--- src/rtl/core/mld_fifo.sv ---
// ----------------------------------------------------------------------------
// mld_fifo
// Small register FIFO that decouples the front and back parts.
// ----------------------------------------------------------------------------
module mld_fifo #(
	parameter int WIDTH = 8,
	parameter int DEPTH = 2
) (
	input  logic             clk,
	input  logic             arst_n,
	input  logic             wr_en,
	input  logic [WIDTH-1:0] wdata,
	input  logic             rd_en,
	output logic [WIDTH-1:0] rdata,
	output logic             full,
	output logic             empty
);

	localparam int PTRW = (DEPTH > 1) ? $clog2(DEPTH) : 1;
	localparam int CNTW = $clog2(DEPTH + 1);

	logic [WIDTH-1:0] mem_q [DEPTH];
	logic [PTRW-1:0]  wr_ptr_q, rd_ptr_q;
	logic [CNTW-1:0]  count_q;
	logic             do_wr, do_rd;

	assign full  = (count_q == CNTW'(DEPTH));
	assign empty = (count_q == '0);
	assign do_wr = wr_en && !full;
	assign do_rd = rd_en && !empty;
	assign rdata = mem_q[rd_ptr_q];

	always_ff @(posedge clk) begin
		if (do_wr) begin
			mem_q[wr_ptr_q] <= wdata;
		end
	end

	always_ff @(posedge clk or negedge arst_n) begin
		if (!arst_n) begin
			wr_ptr_q <= '0;
			rd_ptr_q <= '0;
			count_q  <= '0;
		end else begin
			if (do_wr) begin
				wr_ptr_q <= (wr_ptr_q == PTRW'(DEPTH - 1)) ? '0 : wr_ptr_q + 1'b1;
			end
			if (do_rd) begin
				rd_ptr_q <= (rd_ptr_q == PTRW'(DEPTH - 1)) ? '0 : rd_ptr_q + 1'b1;
			end
			if (do_wr && !do_rd) begin
				count_q <= count_q + 1'b1;
			end else if (do_rd && !do_wr) begin
				count_q <= count_q - 1'b1;
			end
		end
	end

endmodule

--- config.mk ---
export PLATFORM = sky130hd
export DESIGN_NAME = mld_fifo
export DESIGN_NICKNAME = d
export VERILOG_FILES = /design/src/rtl/core/mld_fifo.sv
export SDC_FILE = /design/constraint.sdc
export NUM_CORES = 1
export LEC_CHECK = 0
export BUFFER_PORTS_ARGS = -buffer_cell sky130_fd_sc_hd__clkbuf_2
export CORE_UTILIZATION = 52
export CTS_BUF_LIST = sky130_fd_sc_hd__clkbuf_8
export DETAILED_ROUTE_END_ITERATION = 16
export PLACE_DENSITY = 0.9
export SLEW_MARGIN = 40
export SYNTH_ARGS = -nofsm -noshare
export SYNTH_HDL_FRONTEND = slang
export SYNTH_SLANG_ARGS = --single-unit
--- constraint.sdc ---
create_clock -name clk -period 2.05 [get_ports clk]
set_clock_uncertainty 0.1 [all_clocks]
set_input_delay 0.205 -clock clk [delete_from_list [all_inputs] [get_ports clk]]
set_output_delay 0.205 -clock clk [all_outputs]
set_load 0.05 [all_outputs]
==> flow_summary.yaml <==
yosys:
  synth.area.top_cells: "edfxtp_1 (61%), dfrtp_1 (13%), mux2_1 (8.6%)"
  syn_inst: 44
  synth_most_common_cell: "edfxtp_1"
  synth_cell_types: 15
  netlist.top_cell.by_area: "edfxtp_1"
  syn_avg_cell_area_sq_um: 17.8
  ys_ff_latch: 20
  synth_ff_type: "edfxtp_1"
  synth_area_sq_um: 782
  syn_nets: 57
  ys_top_cells_by_count: "edfxtp_1 (16), mux2_1 (6), dfrtp_1 (4)"
  synthDominantCellAreaShare_pct: 61.4
  yosysWarnings: 0
  synth-edff-count: 16
  seq_area_frac_synth_pct: 74.2
  async_reset_ff_share_pct: 20.0
pwr:
  clkPwrFrac_pct: 15.2
  swShare_pct: 42.9
  power_density_nw_per_um2: 1670
  cellInternalPower_uw: 917
  combPwrFrac_pct: 43.7
  leakage_nw: 0.410
  fin_total_pwr_mw: 1.61
  power_frac_seq_pct: 41.1
  p_sw_uw: 690
  ir_worst_vdd_mv: 1.15
worst_setup_path:
  critical_path_arrival_ps: 1470
  timing_worst_setup_path_type: "reg2out"
  startpoint_type: "register"
  crit_path_max_fanout: 9
  required_ps: 1750
  endpoint_kind: "primary output"
clock_tree:
  cts.sinks: 20
  htree_num_levels: 1
  cts_tree: "done"
  cts.clk_slew.worst_paths_ps: 70
  post_cts_buffers: 0
  postCtsResizedCells: 0
  root_buffer: "clkbuf_8"
  clk_path_buf_depth: 2
  clock_latency_ps: 240
  cts_made_buffers: 3
drt:
  wire_per_inst_microns: 13.9
  drt_wl_total_microns: 1190
  drc: 0
  vias: 441
  drt.antenna.violating_nets: 0
  drtPass1Iterations: 4
  drtIter0Drc: 6
  vias_per_cell: 5.19
sta:
  setup_tns_ps: 0
  relSlewSlack_pct: 72.6
  grt_setup_unrepaired: "false"
  fin_crit_sh_pct: 86.4
  drv_slew: 0
  period_minus_slack_ps: 1770
  worst_pin_slew_ps: 411
  fmax_mhz: 565
  hold_viol_final: 0
  finalSetupViolCount: 0
grt:
  grt_max_degree: 12
  antenna_found_initial: 0
  grt_first_pass_wirelength_microns: 1760
  grt_overflow: 0
  track_usage_pct: 16.7
  grt_pass1_vias: 417
floorplan:
  die_w_microns: 40.8
  die-area_sq_um: 1660
  die_h_microns: 40.8
  io_pins: 22
  initial_core_util_pct: 57.9
  core-area_sq_um: 1350
  rows: 13
layout:
  area_growth_syn_to_layout_pct: 23.2
  ff_latch_area_sq_um: 581
  antenna_cells_inserted: 0
  fin_nets: 84
  multi_input_area_sq_um: 189
  num-fill-cells: 95
  drive_above_1_share_pct: 41.4
outcome:
  outcome: "complete, no violations"
place:
  gp_congestion: 0.669
  port_buffers: 21
hold_path:
  hold_class: "in2reg"
flow_run:
  maxCapViolCount: 0
-- per-stage QoR --
step / util, % / std cells / cell area [sq um] / hold WS [ps] / worst slack (ps)
after floorplan: - / 44 / 782 / -191 / 558
after global placement: 67.3 / 80 / 908 / -85.4 / 526
after detailed placement: 67.3 / 80 / 908 / -81.0 / 485
after CTS: 71.4 / 85 / 963 / 44.1 / 271
after global routing: 71.4 / 85 / 963 / 40.7 / 221
final: 71.4 / 85 / 963 / 46.3 / 279
-- state kept, by name, indices dropped and copies added (netlist names) --
register and count:
mem_q 16, rd_ptr_q 1, wr_ptr_q 1, count_q 2
-- final cells by class --
class | instances | area share (%)
Multi-Input combinational cell | 21 | 19.6
Inverter | 2 | 0.779
Clock inverter | 1 | 0.390
Tap cell | 15 | 1.95
Sequential cell | 20 | 60.3
Clock buffer | 3 | 4.29
Timing Repair Buffer | 23 | 12.7
-- path summary, 6_finish.rpt --
path,start,end,slack (ps),depth (start not counted)
setup / recovery,rd_ptr_q,rdata[5],280,2
hold / removal,wdata[1],mem_q[0][1],50,1
setup reg to reg,count_q[0],count_q[1],490,6
hold reg to reg,wr_ptr_q,wr_ptr_q,420,1
max in group asynchronous,arst_n,rd_ptr_q,1520,2
min in group asynchronous,arst_n,count_q[1],200,2
-- repair_timing --
item / in CTS / in global routing
hold buffers: 1 / 0
endpoints found under the hold margin: 4 / 0
endpoints found under the setup margin: 0 / 0
-- cells by family after synthesis --
| kind of cell | Yosys count | share of synthesized area [%] |
|---|---|---|
| compound gates | 1 | 0.639 |
| buf+inv | 3 | 1.60 |
| flops | 20 | 74.2 |
| mux | 8 | 11.5 |
| fa+ha+maj | 1 | 1.60 |
| xor+xnor | 5 | 6.56 |
| simple gates | 6 | 3.84 |
-- routing by layer --
metal / up-vias / part of all wire [%] / track usage, %
met5: - / 0 / 0
met1: 214 / 41 / 20.6
met3: 0 / 6.6 / 2.72
li1: 208 / - / -
met2: 19 / 52 / 28.5
met4: 0 / 0 / 7.50
-- power groups by stage --
stage	sequential (mW)	combinational [mW]	clock [mW]
3_3_place_gp	0.659	0.689	0
2_1_floorplan	0.619	0.601	0
4_1_cts	0.661	0.711	0.247
5_1_grt	0.677	0.745	0.265
6_report	0.661	0.702	0.244
3_5_place_dp	0.667	0.706	0
-- critical path, cell delays in order (launching register included) --
cell and delay [ps]:
dfrtp_1 590, mux2_1 370, clkbuf_2 250
-- cell usage in the layout, fill, tap and decap left out --
master / n
mux2_2: 2
o21ai_1: 1
xnor2_2: 1
nor2_1: 3
edfxtp_1: 16
nand2b_1: 1
buf_4: 1
xnor2_1: 2
inv_1: 2
clkbuf_2: 21
ha_1: 1
clkbuf_8: 3
and3_1: 1
clkinv_1: 1
dlygate4sd3_1: 1
dfrtp_1: 4
mux2_1: 6
xor2_1: 2
nand2_2: 1
Note: power is estimated with default switching activity, not from simulation.
