[src/rtl/core/mld_pkg.sv]
// ----------------------------------------------------------------------------
// mld_pkg
// Shared types and constants of the mipmap level downsampler.
// ----------------------------------------------------------------------------
package mld_pkg;

	localparam int CH_W   = 16;   // channel width, unsigned Q0.16
	localparam int CFG_W  = 13;   // size register width
	localparam int QW     = 16;   // quotient bits out of the divider
	localparam int PADDR_W = 3;

	// register index as decoded from paddr[2]
	localparam logic REG_WIDTH  = 1'b0;
	localparam logic REG_HEIGHT = 1'b1;

	typedef struct packed {
		logic [CH_W-1:0] red;
		logic [CH_W-1:0] green;
		logic [CH_W-1:0] blue;
		logic [CH_W-1:0] alpha;
	} pixel_t;

	typedef struct packed {
		logic [CH_W-1:0] out_red;
		logic [CH_W-1:0] out_green;
		logic [CH_W-1:0] out_blue;
		logic [CH_W-1:0] out_alpha;
		logic            end_of_level;
	} result_t;

	// vertical work for one horizontally finished column
	typedef struct packed {
		logic do_close;  // output row completes: sum goes to the divider
		logic rd_acc;    // close/add include the stored row accumulator
		logic rd_odd;    // accumulator read (and add write-back) is the odd-row one
		logic do_open;   // start a new row sum
		logic wr_odd;    // the opened row sum goes to the odd-row store
		logic do_add;    // middle row of an odd axis: accumulate in place
		logic eol;       // last output pixel of the level
	} vop_t;

	typedef enum logic [2:0] {
		B_IDLE,
		B_MUL,
		B_ACC,
		B_DIV,
		B_OUT
	} b_state_t;

endpackage

[src/rtl/core/mld_front.sv]
// ----------------------------------------------------------------------------
// mld_front
// Takes pixels, runs the horizontal filter and classifies the vertical work
// for each finished column sum.
// ----------------------------------------------------------------------------
module mld_front import mld_pkg::*; #(
	parameter int MAX_WIDTH = 4096,
	parameter int CHANNELS  = 4,
	parameter int SW        = $clog2(MAX_WIDTH + 1),
	parameter int PW        = $clog2(MAX_WIDTH),
	parameter int NW        = (MAX_WIDTH / 2 > 1) ? $clog2(MAX_WIDTH / 2) : 1,
	parameter int HW        = SW + CH_W,
	parameter int DW        = 2 * SW
) (
	input  logic                             clk,
	input  logic                             arst_n,
	input  logic [CFG_W-1:0]                 cfg_width,
	input  logic [CFG_W-1:0]                 cfg_height,
	input  logic                             restart,
	input  logic                             push,
	input  pixel_t                           pixel,
	input  logic                             rec_full,
	output logic                             rec_valid,
	output vop_t                             rec_vop,
	output logic [SW-1:0]                    rec_wa,
	output logic [SW-1:0]                    rec_wb,
	output logic [NW-1:0]                    rec_nx,
	output logic [CHANNELS-1:0][HW-1:0]      rec_hsum,
	output logic [DW-1:0]                    den
);

	logic [PW-1:0]               col_q, row_q;
	logic [CHANNELS-1:0][HW-1:0] partial_q;
	logic [DW-1:0]               den_q;

	logic [SW-1:0] wdt, hgt, ow, oh, dx, dy;
	logic          w_one, w_odd, h_one, h_odd;
	logic [PW-1:0] hc, hr, nx_full, mclose;
	logic          hz_close, hz_fresh, hz_open, hz_add;
	logic [SW-1:0] wc, wo, wa, wb;
	vop_t          vop;
	logic          accept, col_wrap, row_wrap;
	logic [3:0][CH_W-1:0]        px_all;
	logic [CHANNELS-1:0][HW-1:0] mc, mo, hsum;

	// a size of 0 acts as 1, anything above MAX_WIDTH as MAX_WIDTH
	assign wdt = (cfg_width == '0) ? SW'(1) :
		((32'(cfg_width) > 32'(MAX_WIDTH)) ? SW'(MAX_WIDTH) : SW'(cfg_width));
	assign hgt = (cfg_height == '0) ? SW'(1) :
		((32'(cfg_height) > 32'(MAX_WIDTH)) ? SW'(MAX_WIDTH) : SW'(cfg_height));
	assign w_one = (wdt == SW'(1));
	assign h_one = (hgt == SW'(1));
	assign w_odd = wdt[0];
	assign h_odd = hgt[0];
	assign ow    = w_one ? SW'(1) : (wdt >> 1);
	assign oh    = h_one ? SW'(1) : (hgt >> 1);
	assign dx    = w_one ? SW'(1) : (w_odd ? wdt : SW'(2));
	assign dy    = h_one ? SW'(1) : (h_odd ? hgt : SW'(2));
	assign hc    = col_q >> 1;
	assign hr    = row_q >> 1;

	assign accept = push && !rec_full;
	assign px_all = {pixel.alpha, pixel.blue, pixel.green, pixel.red};

	// horizontal taps of this column
	always_comb begin
		hz_close = 1'b0;
		hz_fresh = 1'b0;
		hz_open  = 1'b0;
		hz_add   = 1'b0;
		wc       = '0;
		wo       = '0;
		nx_full  = '0;
		if (w_one) begin
			hz_close = 1'b1;
			hz_fresh = 1'b1;
			wc       = SW'(1);
		end else if (!w_odd) begin
			if (col_q[0]) begin
				hz_close = 1'b1;
				wc       = SW'(1);
				nx_full  = hc;
			end else begin
				hz_open = 1'b1;
				wo      = SW'(1);
			end
		end else if (col_q[0]) begin
			hz_add = 1'b1;
			wc     = ow;
		end else begin
			// odd axis, even column: closes the previous output, opens the next
			if (hc != '0) begin
				hz_close = 1'b1;
				wc       = SW'(hc);
				nx_full  = hc - 1'b1;
			end
			if (SW'(hc) < ow) begin
				hz_open = 1'b1;
				wo      = ow - SW'(hc);
			end
		end
	end

	always_comb begin
		for (int c = 0; c < CHANNELS; c++) begin
			mc[c]   = {{CH_W{1'b0}}, wc} * {{SW{1'b0}}, px_all[c]};
			mo[c]   = {{CH_W{1'b0}}, wo} * {{SW{1'b0}}, px_all[c]};
			hsum[c] = (hz_fresh ? '0 : partial_q[c]) + mc[c];
		end
	end

	// vertical classification of this row
	always_comb begin
		vop    = '0;
		wa     = '0;
		wb     = '0;
		mclose = '0;
		if (h_one) begin
			vop.do_close = 1'b1;
			wa           = SW'(1);
		end else if (!h_odd) begin
			if (row_q[0]) begin
				vop.do_close = 1'b1;
				vop.rd_acc   = 1'b1;
				vop.rd_odd   = hr[0];
				wa           = SW'(1);
				mclose       = hr;
			end else begin
				vop.do_open = 1'b1;
				vop.wr_odd  = hr[0];
				wb          = SW'(1);
			end
		end else if (row_q[0]) begin
			vop.do_add = 1'b1;
			vop.rd_acc = 1'b1;
			vop.rd_odd = hr[0];
			wa         = oh;
		end else begin
			if (hr != '0) begin
				vop.do_close = 1'b1;
				vop.rd_acc   = 1'b1;
				vop.rd_odd   = ~hr[0];
				wa           = SW'(hr);
				mclose       = hr - 1'b1;
			end
			if (SW'(hr) < oh) begin
				vop.do_open = 1'b1;
				vop.wr_odd  = hr[0];
				wb          = oh - SW'(hr);
			end
		end
		vop.eol = vop.do_close && (SW'(nx_full) == ow - SW'(1)) &&
			(SW'(mclose) == oh - SW'(1));
	end

	assign col_wrap = (SW'(col_q) + SW'(1)) >= wdt;
	assign row_wrap = (SW'(row_q) + SW'(1)) >= hgt;

	assign rec_valid = accept && hz_close;
	assign rec_vop   = vop;
	assign rec_wa    = wa;
	assign rec_wb    = wb;
	assign rec_nx    = NW'(nx_full);
	assign rec_hsum  = hsum;
	assign den       = den_q;

	always_ff @(posedge clk or negedge arst_n) begin
		if (!arst_n) begin
			col_q     <= '0;
			row_q     <= '0;
			partial_q <= '0;
			den_q     <= DW'(1);
		end else begin
			den_q <= {{SW{1'b0}}, dx} * {{SW{1'b0}}, dy};
			if (restart) begin
				col_q     <= '0;
				row_q     <= '0;
				partial_q <= '0;
			end else if (accept) begin
				for (int c = 0; c < CHANNELS; c++) begin
					if (hz_open) begin
						partial_q[c] <= mo[c];
					end else if (hz_add) begin
						partial_q[c] <= partial_q[c] + mc[c];
					end
				end
				if (col_wrap) begin
					col_q <= '0;
					row_q <= row_wrap ? '0 : row_q + 1'b1;
				end else begin
					col_q <= col_q + 1'b1;
				end
			end
		end
	end

endmodule

[config.mk]
export PLATFORM = sky130hd
export DESIGN_NAME = mld_front
export DESIGN_NICKNAME = d
export VERILOG_FILES = /design/src/rtl/core/mld_pkg.sv /design/src/rtl/core/mld_front.sv
export SDC_FILE = /design/constraint.sdc
export NUM_CORES = 2
export LEC_CHECK = 0
export ABC_AREA = 1
export BUFFER_PORTS_ARGS = -buffer_cell sky130_fd_sc_hd__buf_2
export CAP_MARGIN = 15
export CORE_MARGIN = 2
export CORE_UTILIZATION = 45
export DETAILED_ROUTE_END_ITERATION = 10
export GPL_TIMING_DRIVEN = 0
export PLACE_DENSITY = 0.7
export RECOVER_POWER = 50
export SLEW_MARGIN = 10
export SYNTH_ARGS = -nofsm -noshare
export SYNTH_HDL_FRONTEND = slang
export SYNTH_SLANG_ARGS = --single-unit
[constraint.sdc]
create_clock -name clk -period 20.7 [get_ports clk]
set_clock_uncertainty 0.15 [all_clocks]
set_input_delay 2.07 -clock clk [delete_from_list [all_inputs] [get_ports clk]]
set_output_delay 2.07 -clock clk [all_outputs]
set_load 0.02 [all_outputs]
==> results.ini <==
[outcome]
status = finished, violations left
violations = capacitance limit, slew limit

[synth]
synthFlopType = dfrtp_1
synth_edf_count = 0
synth.largest_area_cell = fa_1
synthCells = 10900
synth_common_cells = inv_1, nand2_1, fa_1, nor2_1, ha_1
yosysWarnings = 0
avgSynthCellArea_um2 = 7.35
ys_types = 60
synth_most_common_cell = inv_1
yosys-top-cells-area = fa_1, ha_1, inv_1
synth_top_area_share_pct = 32.6
yosys_register_bits = 166
ys_seq_area_share_pct = 5.16
netlist_area_um2 = 80500
synthArstFlopShare_pct = 100

[drt]
viasPerCell = 5.59
routed-via-count = 76900
ant_nets = 0
drc = 0
wl_per_cell_um = 24.0
dr.pass1.iters = 6
drtIter0Drc = 7821
wl_mm = 330

[sta]
final.period_utilization_pct = 87.6
setup_violations = 0
setup_tns_ns = 0
setup_ws_ns = 2.57
worst_pin_slew_ns = 5.45
min_period_ns = 18.13
slew_violations = 192
fmaxAchievable_mhz = 55.1
hold_viol_final = 0
rsz0062_at_grt = no
relSlewSlack_pct = -263

[critical_path]
cpMostUsedCell = nand2_1
cp_data_required_time_ns = 18.48
cp-end-kind = output pin
reg2reg_setup_slack_ns = 8.40
r2r-start = col_q[2]
rr_worst_depth = 43
max_stage_delay_ns = 1.04
cp.arrival_ns = 15.91
critical_path_class = in -> out
cp-start-kind = primary input
slowest_stage = clkbuf_1
path_max_fanout = 10
r2r-end = partial_q[85]

[floorplan]
die_area_um2 = 182000
boundaryPins = 282
die_y_um = 427
row_count = 155
core-area_um2 = 178000
start_util_pct = 45.2
die_w_um = 427

[grt]
overflow = 0
track_usage_pct = 36.3
grt_pass1_wl_mm = 484
grt_pass1_vias = 76100
antenna_found_initial = 36
grt_max_degree = 88

[clock_network]
cts_resized = 0
postCtsSetupRepairBufs = 0
max-clock-path-buffers = 2
clk_latency_ns = 0.60
cts_buffers = 17
clkTransAtPathRegs_ns = 0.08
hold_buffers = 0
cts_root_buf = clkbuf_16
cts_max_level = 4
clock_sinks = 166
cts_tree = built

[power]
leakagePower_nw = 46.1
totalPowerFinal_mw = 7.33
ir_drop_v = 0.000121
pwr_density_cell_nw_per_um2 = 85.2

[run]
maxCapViolations = 4

[hold_path]
hold_depth = 2
holdPathEnd = partial_q[103]
hp-start = partial_q[103]
hp-class = reg -> reg

[final_layout]
area.growth.synth_to_final_pct = 6.89
layout.nets = 13800
drive_gt1_share_pct = 4.12

[placement]
place_congestion = 1.03
port_buffers = 252
dp_hpwl_mm = 273
dp_slack_ns = 4.48

## metal layers
metal	wire (um)	part of all wire, %	global-route usage (%)	vias up
met4	27200	8.2	24.5	34
met1	125000	38	45.3	37700
li1	-	-	-	34100
met2	140000	42	53.9	4121
met5	334	0.10	0.582	-
met3	37300	11	11.0	999
## stage by stage
| step | hold slack [ns] | utilization [%] | std cells | instance area [um2] |
|---|---|---|---|---|
| after floorplan | 0.326 | - | 11100 | 81100 |
| after global placement | 0.348 | 47.9 | 13700 | 85300 |
| after detailed placement | 0.352 | 48.0 | 13700 | 85500 |
| after CTS | 0.373 | 48.4 | 13800 | 86100 |
| after global routing | 0.389 | 48.3 | 13800 | 86000 |
| final | 0.376 | 48.3 | 13800 | 86000 |
## worst max-delay path: cells and delay by family
family | cells | cell delay, ns
simple gates | 24 | 4.72
buf+inv | 11 | 3.45
fa+ha+maj | 7 | 3.16
compound gates | 4 | 1.86
xor+xnor | 2 | 0.61
## how the worst max path moves through the flow
| stage | start | endpoint | slack [ns] | cells past startpoint |
|---|---|---|---|---|
| after detailed placement | cfg_width[8] | rec_hsum[84] | 4.48 | 46 |
| after global placement | cfg_width[11] | rec_hsum[84] | 4.23 | 46 |
| after global routing | cfg_width[7] | rec_hsum[84] | 2.15 | 48 |
| final | cfg_width[7] | rec_hsum[84] | 2.57 | 48 |
| after floorplan | cfg_width[12] | rec_hsum[84] | 8.59 | 46 |
| after CTS | cfg_width[8] | rec_hsum[84] | 4.46 | 46 |
## sequential cells by signal, summed over array words and instances (netlist names)
register and count:
partial_q 116, den 26, col_q 12, row_q 12
## cells by family (layout without fill, tap and decap cells)
logic type               after synthesis  count (layout)  share of synthesized area [%]
AND/OR/NAND/NOR                     3937            3937                           19.8
adder cells (fa/ha/maj)             2294            2294                           47.9
XOR/XNOR                             455             455                           4.96
flip-flops                           166             166                           5.16
buffers and inverters               2844            3140                           13.7
other                                  2             181                        0.00933
AO/OA/AOI/OAI                       1245            1245                           8.51
## layout make-up
type	count	area, um2
clock inverters	11	88.8
well taps	2355	2950
fillers	18200	92000
flip-flops and latches	166	4160
diodes	21	52.6
plain buffers	373	1750
repair buffers	264	1390
clock buffers	21	460
inverters	2471	9280
multi-input cells	8091	65900
## power by group
group / total [mW] / leakage, nW / switching [mW] / internal [mW]
Combinational: 6.45 / 43.7 / 4.33 / 2.11
Clock: 0.361 / 0.262 / 0.199 / 0.162
Sequential: 0.523 / 2.16 / 0.102 / 0.421
## cell usage in the layout, fill, tap and decap left out, drive strengths merged, types with 2 or more instances in the layout
cell      instances
xor2            285
nand4            58
dfrtp           165
fa             1310
o211ai           21
a31oi            40
a21boi           14
diode            21
a21oi           574
a21o             33
clkinv           38
ha              984
a221oi            6
nand2          2120
nor3b             3
o31ai             9
buf             374
o2111a            3
and2              5
clkbuf          284
o21bai           65
o22ai            11
o21ai           421
nor4             27
nor3            117
a211oi           15
o221ai            9
conb            160
nand3           388
a31o              2
or2              18
clkinvlp          3
o211a             2
xnor2           170
nand3b           27
o21a             13
nor2           1173
o311ai            3
inv            2441
Power figures use the tool's default switching activity.
